<file path="config.mk">
export PLATFORM = sky130hd
export DESIGN_NAME = pap_stats
export DESIGN_NICKNAME = d
export VERILOG_FILES = /design/src/design/pap_pkg.sv /design/src/design/pap_stats.sv
export SDC_FILE = /design/constraint.sdc
export NUM_CORES = 1
export LEC_CHECK = 0
export ABC_AREA = 0
export CAP_MARGIN = 20
export CELL_PAD_IN_SITES_DETAIL_PLACEMENT = 1
export CELL_PAD_IN_SITES_GLOBAL_PLACEMENT = 1
export CORE_ASPECT_RATIO = 1.2
export CORE_MARGIN = 3
export CORE_UTILIZATION = 50
export CTS_CLUSTER_DIAMETER = 150
export CTS_CLUSTER_SIZE = 40
export DETAILED_ROUTE_END_ITERATION = 16
export DONT_BUFFER_PORTS = 1
export GPL_TIMING_DRIVEN = 0
export PLACE_DENSITY_LB_ADDON = 0.25
export RECOVER_POWER = 100
export SLEW_MARGIN = 20
export SYNTH_ARGS = -nofsm -noshare
export SYNTH_HDL_FRONTEND = slang
export SYNTH_SLANG_ARGS = --single-unit
export TNS_END_PERCENT = 50
</file>
<file path="constraint.sdc">
create_clock -name clk -period 10.5 [get_ports clk]
set_input_delay 0.525 -clock clk [delete_from_list [all_inputs] [get_ports clk]]
set_output_delay 0.525 -clock clk [all_outputs]
set_load 0.01 [all_outputs]
</file>
<file path="src/design/pap_pkg.sv">
`timescale 1ns / 1ps
// ----------------------------------------------------------------------------
// pap_pkg: shared types and constants of the polygon area preflight
// Field widths, command and status codes, and the structs that travel
// between the pipeline stages.
// ----------------------------------------------------------------------------
package pap_pkg;

	localparam int COORD_BITS  = 24;
	localparam int PROD_BITS   = 2 * COORD_BITS;
	localparam int SUM_BITS    = 61;
	localparam int AREA_BITS   = SUM_BITS - 1;
	localparam int COUNT_BITS  = 16;
	localparam int THRESH_BITS = 20;

	localparam logic [1:0] VERT_FULL = 2'd3;

	typedef logic signed [COORD_BITS-1:0] coord_t;
	typedef logic signed [PROD_BITS-1:0]  prod_t;
	typedef logic signed [SUM_BITS-1:0]   sum_t;
	typedef logic [AREA_BITS-1:0]         area_t;
	typedef logic [COUNT_BITS-1:0]        count_t;
	typedef logic [THRESH_BITS-1:0]       thresh_t;

	localparam sum_t SUM_HI = {1'b0, {(SUM_BITS-1){1'b1}}};
	localparam sum_t SUM_LO = {1'b1, {(SUM_BITS-1){1'b0}}};

	typedef enum logic [1:0] {
		CMD_VERTEX = 2'd0,
		CMD_EMPTY  = 2'd1,
		CMD_EOD    = 2'd2,
		CMD_IGNORE = 2'd3
	} cmd_t;

	typedef enum logic [2:0] {
		ST_VALID  = 3'd0,
		ST_FEW    = 3'd1,
		ST_BAD    = 3'd2,
		ST_ZERO   = 3'd3,
		ST_REPORT = 3'd4
	} status_t;

	typedef struct packed {
		cmd_t   command;
		coord_t x;
		coord_t y;
		logic   coord_bad;
		logic   last_vertex;
	} in_item_t;

	typedef struct packed {
		status_t status;
		area_t   twice_area;
		count_t  contours_seen;
		count_t  valid_count;
		count_t  invalid_count;
		count_t  empty_count;
		area_t   min_twice_area;
		area_t   max_twice_area;
		logic    document_valid;
	} out_item_t;

	typedef struct packed {
		logic report;
		logic start;
		logic finish;
		logic few;
		logic bad;
	} ctl_t;

	typedef struct packed {
		coord_t prev_x;
		coord_t prev_y;
		coord_t cur_x;
		coord_t cur_y;
		coord_t first_x;
		coord_t first_y;
	} ops_t;

	typedef struct packed {
		prod_t run_plus;
		prod_t run_minus;
		prod_t close_plus;
		prod_t close_minus;
	} prods_t;

endpackage

</file>
<file path="src/design/pap_stats.sv">
`timescale 1ns / 1ps
// ----------------------------------------------------------------------------
// pap_stats: contour classification and document statistics
// Turns the closed sum into twice the area and a status, updates the
// saturating counters and area extremes, and holds the result register.
// ----------------------------------------------------------------------------
module pap_stats
	import pap_pkg::*;
(
	input  logic      clk,
	input  logic      arst_n,
	input  thresh_t   threshold,
	input  logic      valid_s4,
	output logic      up_ready,
	input  ctl_t      ctl_s4,
	input  sum_t      sum_s4,
	output logic      res_valid,
	input  logic      res_ready,
	output out_item_t res
);

	function automatic count_t bump(input count_t c);
		return (c == '1) ? c : c + count_t'(1);
	endfunction

	logic [SUM_BITS-1:0] mag;
	area_t               area;
	logic                zero;
	status_t             status_d;
	area_t               area_d;

	logic    valid_s5;
	status_t status_s5;
	area_t   area_s5;

	count_t  contours_q, valids_q, invalids_q, empties_q;
	area_t   min_q, max_q;
	count_t  contours_n, valids_n, invalids_n, empties_n;
	area_t   min_n, max_n;
	out_item_t out_d;

	logic    ready_s5, ready_s6, take6;

	assign ready_s6 = !res_valid || res_ready;
	assign ready_s5 = !valid_s5 || ready_s6;
	assign up_ready = ready_s5;
	assign take6    = valid_s5 && ready_s6;

	always_comb begin
		mag  = sum_s4[SUM_BITS-1] ? (~sum_s4 + sum_t'(1)) : sum_s4;
		area = mag[AREA_BITS] ? '1 : mag[AREA_BITS-1:0];
		zero = (area <= {{(AREA_BITS-THRESH_BITS){1'b0}}, threshold});
		priority if (ctl_s4.report) begin
			status_d = ST_REPORT;
			area_d   = '0;
		end else if (ctl_s4.few) begin
			status_d = ST_FEW;
			area_d   = '0;
		end else if (ctl_s4.bad) begin
			status_d = ST_BAD;
			area_d   = '0;
		end else if (zero) begin
			status_d = ST_ZERO;
			area_d   = area;
		end else begin
			status_d = ST_VALID;
			area_d   = area;
		end
	end

	always_comb begin
		contours_n = (status_s5 == ST_REPORT) ? contours_q : bump(contours_q);
		valids_n   = valids_q;
		invalids_n = invalids_q;
		empties_n  = empties_q;
		min_n      = min_q;
		max_n      = max_q;
		unique case (status_s5)
			ST_VALID: begin
				valids_n = bump(valids_q);
				if (area_s5 < min_q) min_n = area_s5;
				if (area_s5 > max_q) max_n = area_s5;
			end
			ST_FEW:         empties_n  = bump(empties_q);
			ST_BAD, ST_ZERO: invalids_n = bump(invalids_q);
			ST_REPORT: ;
			default: ;
		endcase
		out_d.status         = status_s5;
		out_d.twice_area     = area_s5;
		out_d.contours_seen  = contours_n;
		out_d.valid_count    = valids_n;
		out_d.invalid_count  = invalids_n;
		out_d.empty_count    = empties_n;
		out_d.min_twice_area = (valids_n != '0) ? min_n : '0;
		out_d.max_twice_area = (valids_n != '0) ? max_n : '0;
		out_d.document_valid = (contours_n != '0) && (invalids_n == '0)
			&& (empties_n == '0);
	end

	always_ff @(posedge clk or negedge arst_n) begin
		if (!arst_n) begin
			valid_s5   <= 1'b0;
			res_valid  <= 1'b0;
			contours_q <= '0;
			valids_q   <= '0;
			invalids_q <= '0;
			empties_q  <= '0;
			min_q      <= '1;
			max_q      <= '0;
		end else begin
			if (ready_s5) valid_s5 <= valid_s4;
			if (ready_s6) res_valid <= valid_s5;
			if (take6) begin
				if (status_s5 == ST_REPORT) begin
					contours_q <= '0;
					valids_q   <= '0;
					invalids_q <= '0;
					empties_q  <= '0;
					min_q      <= '1;
					max_q      <= '0;
				end else begin
					contours_q <= contours_n;
					valids_q   <= valids_n;
					invalids_q <= invalids_n;
					empties_q  <= empties_n;
					min_q      <= min_n;
					max_q      <= max_n;
				end
			end
		end
	end

	always_ff @(posedge clk) begin
		if (valid_s4 && ready_s5) begin
			status_s5 <= status_d;
			area_s5   <= area_d;
		end
		if (take6) res <= out_d;
	end

endmodule

</file>
==> impl_metrics.toml, run 1 <==
[final_layout]
nNetsFinal = 2629
final_common_cell = "edfxtp_1"
most-common-layout-cells = "311 x edfxtp_1, 265 x nand2_1, 170 x inv_1"
antenna_cells = 0
fin_util_pct = 53.4
area_growth_pct = 5.43
final_layout_size_suffix_gt1_share_pct = 4.16
fill_cells = 5566

[clock_tree]
cts_tree = "yes"
cts-resized-gates = 0
cts_max_level = 1
clockBufferDepth = 3
postCtsSetupRepairBufs = 0
cts-root-buf = "clkbuf_16"
cts.sinks = 497
clk_latency_ps = 570
numCtsBuffers = 16
clkTransAtPathRegs_ps = 140
cts_hold_buf = 1

[worst_setup_path]
crit_type = "primary input to register"
crit_slowest_cell = "nor4_1"
crit_required_ps = 10780
start_kind = "primary input"
crit_chain = "or3_1 -> nor4_1 -> nand3_1 -> nor3_1 -> nand2_1 -> clkbuf_1 -> nand2_1 -> ha_1 -> nor2b_1 -> o211ai_1 -> a2111oi_0 -> or4_1 -> o21ai_0 -> o2111ai_1 -> nor4_1 -> a41oi_1 -> nor3_1"
critPathMaxFanout = 10
crit_path_end_kind = "register"
reg2reg_depth = 7
critPathMaxStageDelay_ps = 1230
reg2reg_setup_slack_ps = 4590
reg2reg_from = "res_valid$_DFFE_PN0P_"
r2r-end = "res[199]$_DFFE_PP_"
crit_arrival_ps = 7770

[place]
hpwlAfterDp_mm = 62.4
place_congestion = 0.925
post-place-ws_ps = 3260
io_buffers = 0

[run]
maxCapViolCount = 8

[synth]
syn_nets = 2604
synth_area_leaders = "edfxtp_1 36%, dfrtp_1 12%, ha_1 6.9%"
yosysWarnings = 0
synth_seq_cells = 497
syn_area_mm2 = 0.0261
async_flop_share_pct = 37.4
ys.flop_type = "edfxtp_1"
syn_inst = 2370
synth_top_area_share_pct = 35.8
ys_seq_area_share_pct = 53.9
synthDistinctLibCells = 72
synth_top_cell_by_area = "edfxtp_1"
syn_avg_cell_area_um2 = 11.0
synth_edf_count = 311

[global_routing]
grt_pass1_vias = 20044
grt_pass1_wl_mm = 123
grt_max_degree = 187
gr-usage-all-layers_pct = 28.9
antenna_found_initial = 0
grt.overflow.total = 0

[timing]
fin_crit_sh_pct = 71.3
hold_viol = 0
max_slew_margin_pct = -240
tightestPinTransition_ps = 5100
slew_viol_final = 461
setup_viol = 0
rsz0062_at_grt = "no"
fin_crit_ps = 7490
setup_tns_ps = 0
timing.hold.ws_ps = 44.4
worst_slack_ps = 3010
clock-skew-final_ps = 23.5
fmax_ghz = 0.134

[pwr]
pwr_density_cell_mw_per_mm2 = 185
p_leak_nw = 11.9
total_power_mw = 5.10
peakVddDrop_v = 0.000144

[routing]
drt_wl_total_mm = 81.0
drc = 0
num_vias = 19174
drtAntennaViolNets = 0
first_iter_violations = 1592
first_pass_iters = 5
avgViaCountPerCell = 6.18
wl_per_cell_um = 26.1

[run_status]
outcome = "finished with violations"
failed_checks = "capacitance limit, slew limit"

[worst_hold_path]
hp-start = "ctl_s4[4]"
min_path_type = "primary input to register"
min_to = "status_s5[2]$_SDFFCE_PP1P_"
hold_depth = 0

[die]
dieArea_mm2 = 0.0550
die_width_um = 215
start_util_pct = 50.6
dieHeight_um = 256
io_pins = 340
core.rowCount = 91
coreArea_mm2 = 0.0516
==> metrics by stage <==
stage                     cells  instance area [um^2]
final                      3102                 27500
after global routing       3102                 27500
after CTS                  3102                 27700
after detailed placement   3073                 27200
after global placement     3067                 27000
after floorplan            2370                 26100
==> layout make-up <==
| type | count | area, um^2 | area share, % |
|---|---|---|---|
| buffer | 133 | 515 | 1.87 |
| clock buffer | 27 | 463 | 1.68 |
| clock inverter | 1 | 30.0 | 0.109 |
| inverter | 171 | 642 | 2.33 |
| multi-input combinational | 1569 | 10900 | 39.5 |
| sequential | 497 | 14100 | 51.1 |
| tap | 697 | 872 | 3.17 |
| timing repair buffer | 7 | 58.8 | 0.214 |
==> metal layers <==
layer | share of wire, % | global-route usage (%) | wire (um)
met5 | 0 | 0 | 0
met2 | 50 | 50.2 | 40200
met1 | 40 | 36.3 | 32600
met4 | 4.1 | 10.9 | 3340
met3 | 6.0 | 4.84 | 4860
==> cells by family after synthesis <==
kind of cell / Yosys count / share of synthesized area, %
buffers and inverters: 304 / 4.43
XOR/XNOR: 106 / 3.56
AO/OA/AOI/OAI: 503 / 13.5
AND/OR/NAND/NOR: 680 / 12.5
multiplexers: 136 / 5.25
adder cells (fa/ha/maj): 144 / 6.90
flip-flops: 497 / 53.9
==> power by group <==
group          total [mW]  switching [mW]  internal, mW
Combinational        1.30           0.816         0.487
Sequential           2.89           0.349          2.54
Clock               0.905           0.589         0.316
Total                5.10            1.75          3.34
==> cell usage after synthesis (all sizes together) (10+ instances only) <==
cell,number
xor2,68
or3,17
nand2,265
mux2i,131
nand4,63
a211oi,12
nand3,41
nor2b,11
dfstp,60
nor2,131
a21o,49
clkbuf,123
buf,10
nor4,23
o21ai,91
and2,11
and3,22
inv,170
dfrtp,126
a21oi,109
nor3,36
xnor2,38
o22a,60
o41ai,13
ha,144
edfxtp,311
o21a,13
or4,21
a22o,78
o31ai,25
==> registers in the layout (all words and copies together), names as in the netlist <==
register    count
res           248
area_s5        60
max_q          60
min_q          60
contours_q     16
empties_q      16
invalids_q     16
valids_q       16
status_s5       3
res_valid       1
valid_s5        1
==> critical path, delay by kind of cell <==
kind                     cells  cell delay (ps)
AO/OA/AOI/OAI                5             1190
adder cells (fa/ha/maj)      1              250
buffers and inverters        1              400
AND/OR/NAND/NOR             10             5390
==> how the worst max path moves through the flow <==
| stage | startpoint | end | slack [ps] | cells after the start |
|---|---|---|---|---|
| after floorplan | res_ready | valids_q[15]$_DFFE_PN0P_ | 1750 | 6 |
| after global placement | res_ready | valids_q[15]$_DFFE_PN0P_ | -1450 | 6 |
| after detailed placement | sum_s4[28] | status_s5[1]$_SDFFCE_PP0P_ | 3260 | 17 |
| after CTS | sum_s4[28] | status_s5[1]$_SDFFCE_PP0P_ | 3820 | 17 |
| after global routing | sum_s4[28] | status_s5[1]$_SDFFCE_PP0P_ | 2850 | 17 |
| final | sum_s4[28] | status_s5[1]$_SDFFCE_PP0P_ | 3010 | 17 |
Power figures use the tool's default switching activity.
==> run 2, diff against run 1 <==
- clock period: 10.5 -> 7.1 ns (I/O delays scaled with it)
==> run 2 against run 1 <==
Against the previous run: the run still ends with capacitance limit, slew limit left; highest routed layer unchanged; flip-flop and latch count stayed put; non-clock buffer count is 3 higher; critical endpoint unchanged; wire length grew 0.35%; first-iteration DRC count decreased by 12%; clock skew up 16 ps; critical path type unchanged; count of clock-buffer cells in the layout stayed put.
==> impl_metrics.toml, run 2 (synthesis results as in run 1) <==
[run_status]
outcome = "finished with violations"
failed_checks = "capacitance limit, slew limit"

[place]
hpwlAfterDp_mm = 62.1
place_congestion = 0.931
place_area_mm2 = 0.0271
io_buffers = 0
dp.cells = 3072
post-place-ws_ps = 383

[worst_setup_path]
critPathMaxFanout = 10
crit_type = "primary input to register"
crit_required_ps = 7380
start_kind = "primary input"
crit_start = "sum_s4[28]"
crit_arrival_ps = 7010
reg2reg_from = "res_valid$_DFFE_PN0P_"
crit_path_end_kind = "register"

[routing]
num_vias = 19053
first_pass_iters = 5
first_iter_violations = 1406
drtAntennaViolNets = 0
wl_per_cell_um = 26.2
avgViaCountPerCell = 6.14
drc = 0
drt_wl_total_mm = 81.3

[final_layout]
final_common_cell = "edfxtp_1"
final_layout_size_suffix_gt1_share_pct = 4.07
area_growth_pct = 5.44
largest_reg_flops = 248
top_register = "res"
design_area_mm2 = 0.0275
fin_cells = 3105
nNetsFinal = 2632
antenna_cells = 0
most-common-layout-cells = "311 x edfxtp_1, 265 x nand2_1, 170 x inv_1"

[global_routing]
grt_max_degree = 187
grt.overflow.total = 0
gr-usage-all-layers_pct = 28.6
grt_pass1_vias = 19726
antenna_found_initial = 0
grt_pass1_wl_mm = 122

[clock_tree]
cts_tree = "yes"
clkTransAtPathRegs_ps = 140
clk_latency_ps = 580
cts_max_level = 1
numCtsBuffers = 16
cts.sinks = 497
cts-root-buf = "clkbuf_16"
postCtsSetupRepairBufs = 0
clockBufferDepth = 3

[die]
dieHeight_um = 256
core.rowCount = 91
coreArea_mm2 = 0.0516
start_util_pct = 50.6
die_width_um = 215
dieArea_mm2 = 0.0550
io_pins = 340

[pwr]
pwr_density_cell_mw_per_mm2 = 274
p_leak_nw = 11.9
peakVddDrop_v = 0.000207

[timing]
rsz0062_at_grt = "no"
max_slew_margin_pct = -239
worst_slack_ps = 369
slew_viol_final = 514
hold_viol = 0
tightestPinTransition_ps = 5080
fin_crit_sh_pct = 94.8
fmax_ghz = 0.149
fin_crit_ps = 6730
setup_viol = 0
clock-skew-final_ps = 39.5
setup_tns_ps = 0

[worst_hold_path]
hp-start = "sum_s4[46]"
min_path_type = "primary input to register"

[run]
maxCapViolCount = 7
[run 2: final timing paths]
| check | depth (start not counted) | slack, ps | to |
|---|---|---|---|
| max in group asynchronous | 2 | 2000 | max_q[46]$_DFFE_PN0P_ |
| setup / recovery | 18 | 370 | status_s5[1]$_SDFFCE_PP0P_ |
| setup reg to reg | 8 | 1500 | invalids_q[12]$_DFFE_PN0P_ |
| hold / removal | 1 | 50 | area_s5[46]$_SDFFCE_PP0P_ |
| hold reg to reg | 1 | 530 | min_q[13]$_DFFE_PN1P_ |
| min in group asynchronous | 2 | 2160 | valids_q[11]$_DFFE_PN0P_ |
[run 2: power breakdown]
part	internal (mW)	switching, mW
combinational	0.720	1.21
sequential	3.76	0.517
clock	0.466	0.875
[run 2: routing by layer]
| layer | track usage, % | vias to the layer above | part of all wire, % |
|---|---|---|---|
| li1 | - | 8681 | - |
| met1 | 35.7 | 9806 | 41 |
| met4 | 6.84 | 0 | 2.6 |
| met5 | 0 | - | 0 |
| met2 | 52.0 | 470 | 51 |
| met3 | 4.60 | 96 | 5.1 |
[run 2: through the flow]
stage	hold slack (ps)	utilization, %	total power, mW
after floorplan	59.4	-	5.48
after global placement	69.5	52.3	6.11
after detailed placement	70.3	52.6	6.24
after CTS	19.2	53.7	7.60
after global routing	27.2	53.4	7.95
final	47.3	53.4	7.55
[run 2: timing repair]
item / in CTS / in global routing
hold endpoints to repair: 190 / 0
setup endpoints to repair: 0 / 0
hold buffers: 5 / 0
resized for setup: 0 / 0
[run 2: critical path, stage by stage]
cell and delay (ps):
or3_1 480, nor4_1 630, clkbuf_1 340, nand3_1 300, nor3_1 760, nand2_1 460, clkbuf_1 410, nand2_1 150
ha_1 240, nor2b_1 140, o211ai_1 200, a2111oi_0 130, or4_1 510, o21ai_0 460, o2111ai_1 320, nor4_1 430
a41oi_1 170, nor3_1 520
[run 2: final cells by class]
class / count / area [um^2]
plain buffers: 133 / 508
clock buffers: 27 / 463
well taps: 697 / 872
inverters: 171 / 642
fillers: 5555 / 24000
clock inverters: 1 / 30.0
flip-flops and latches: 497 / 14100
repair buffers: 10 / 75.1
multi-input cells: 1569 / 10900
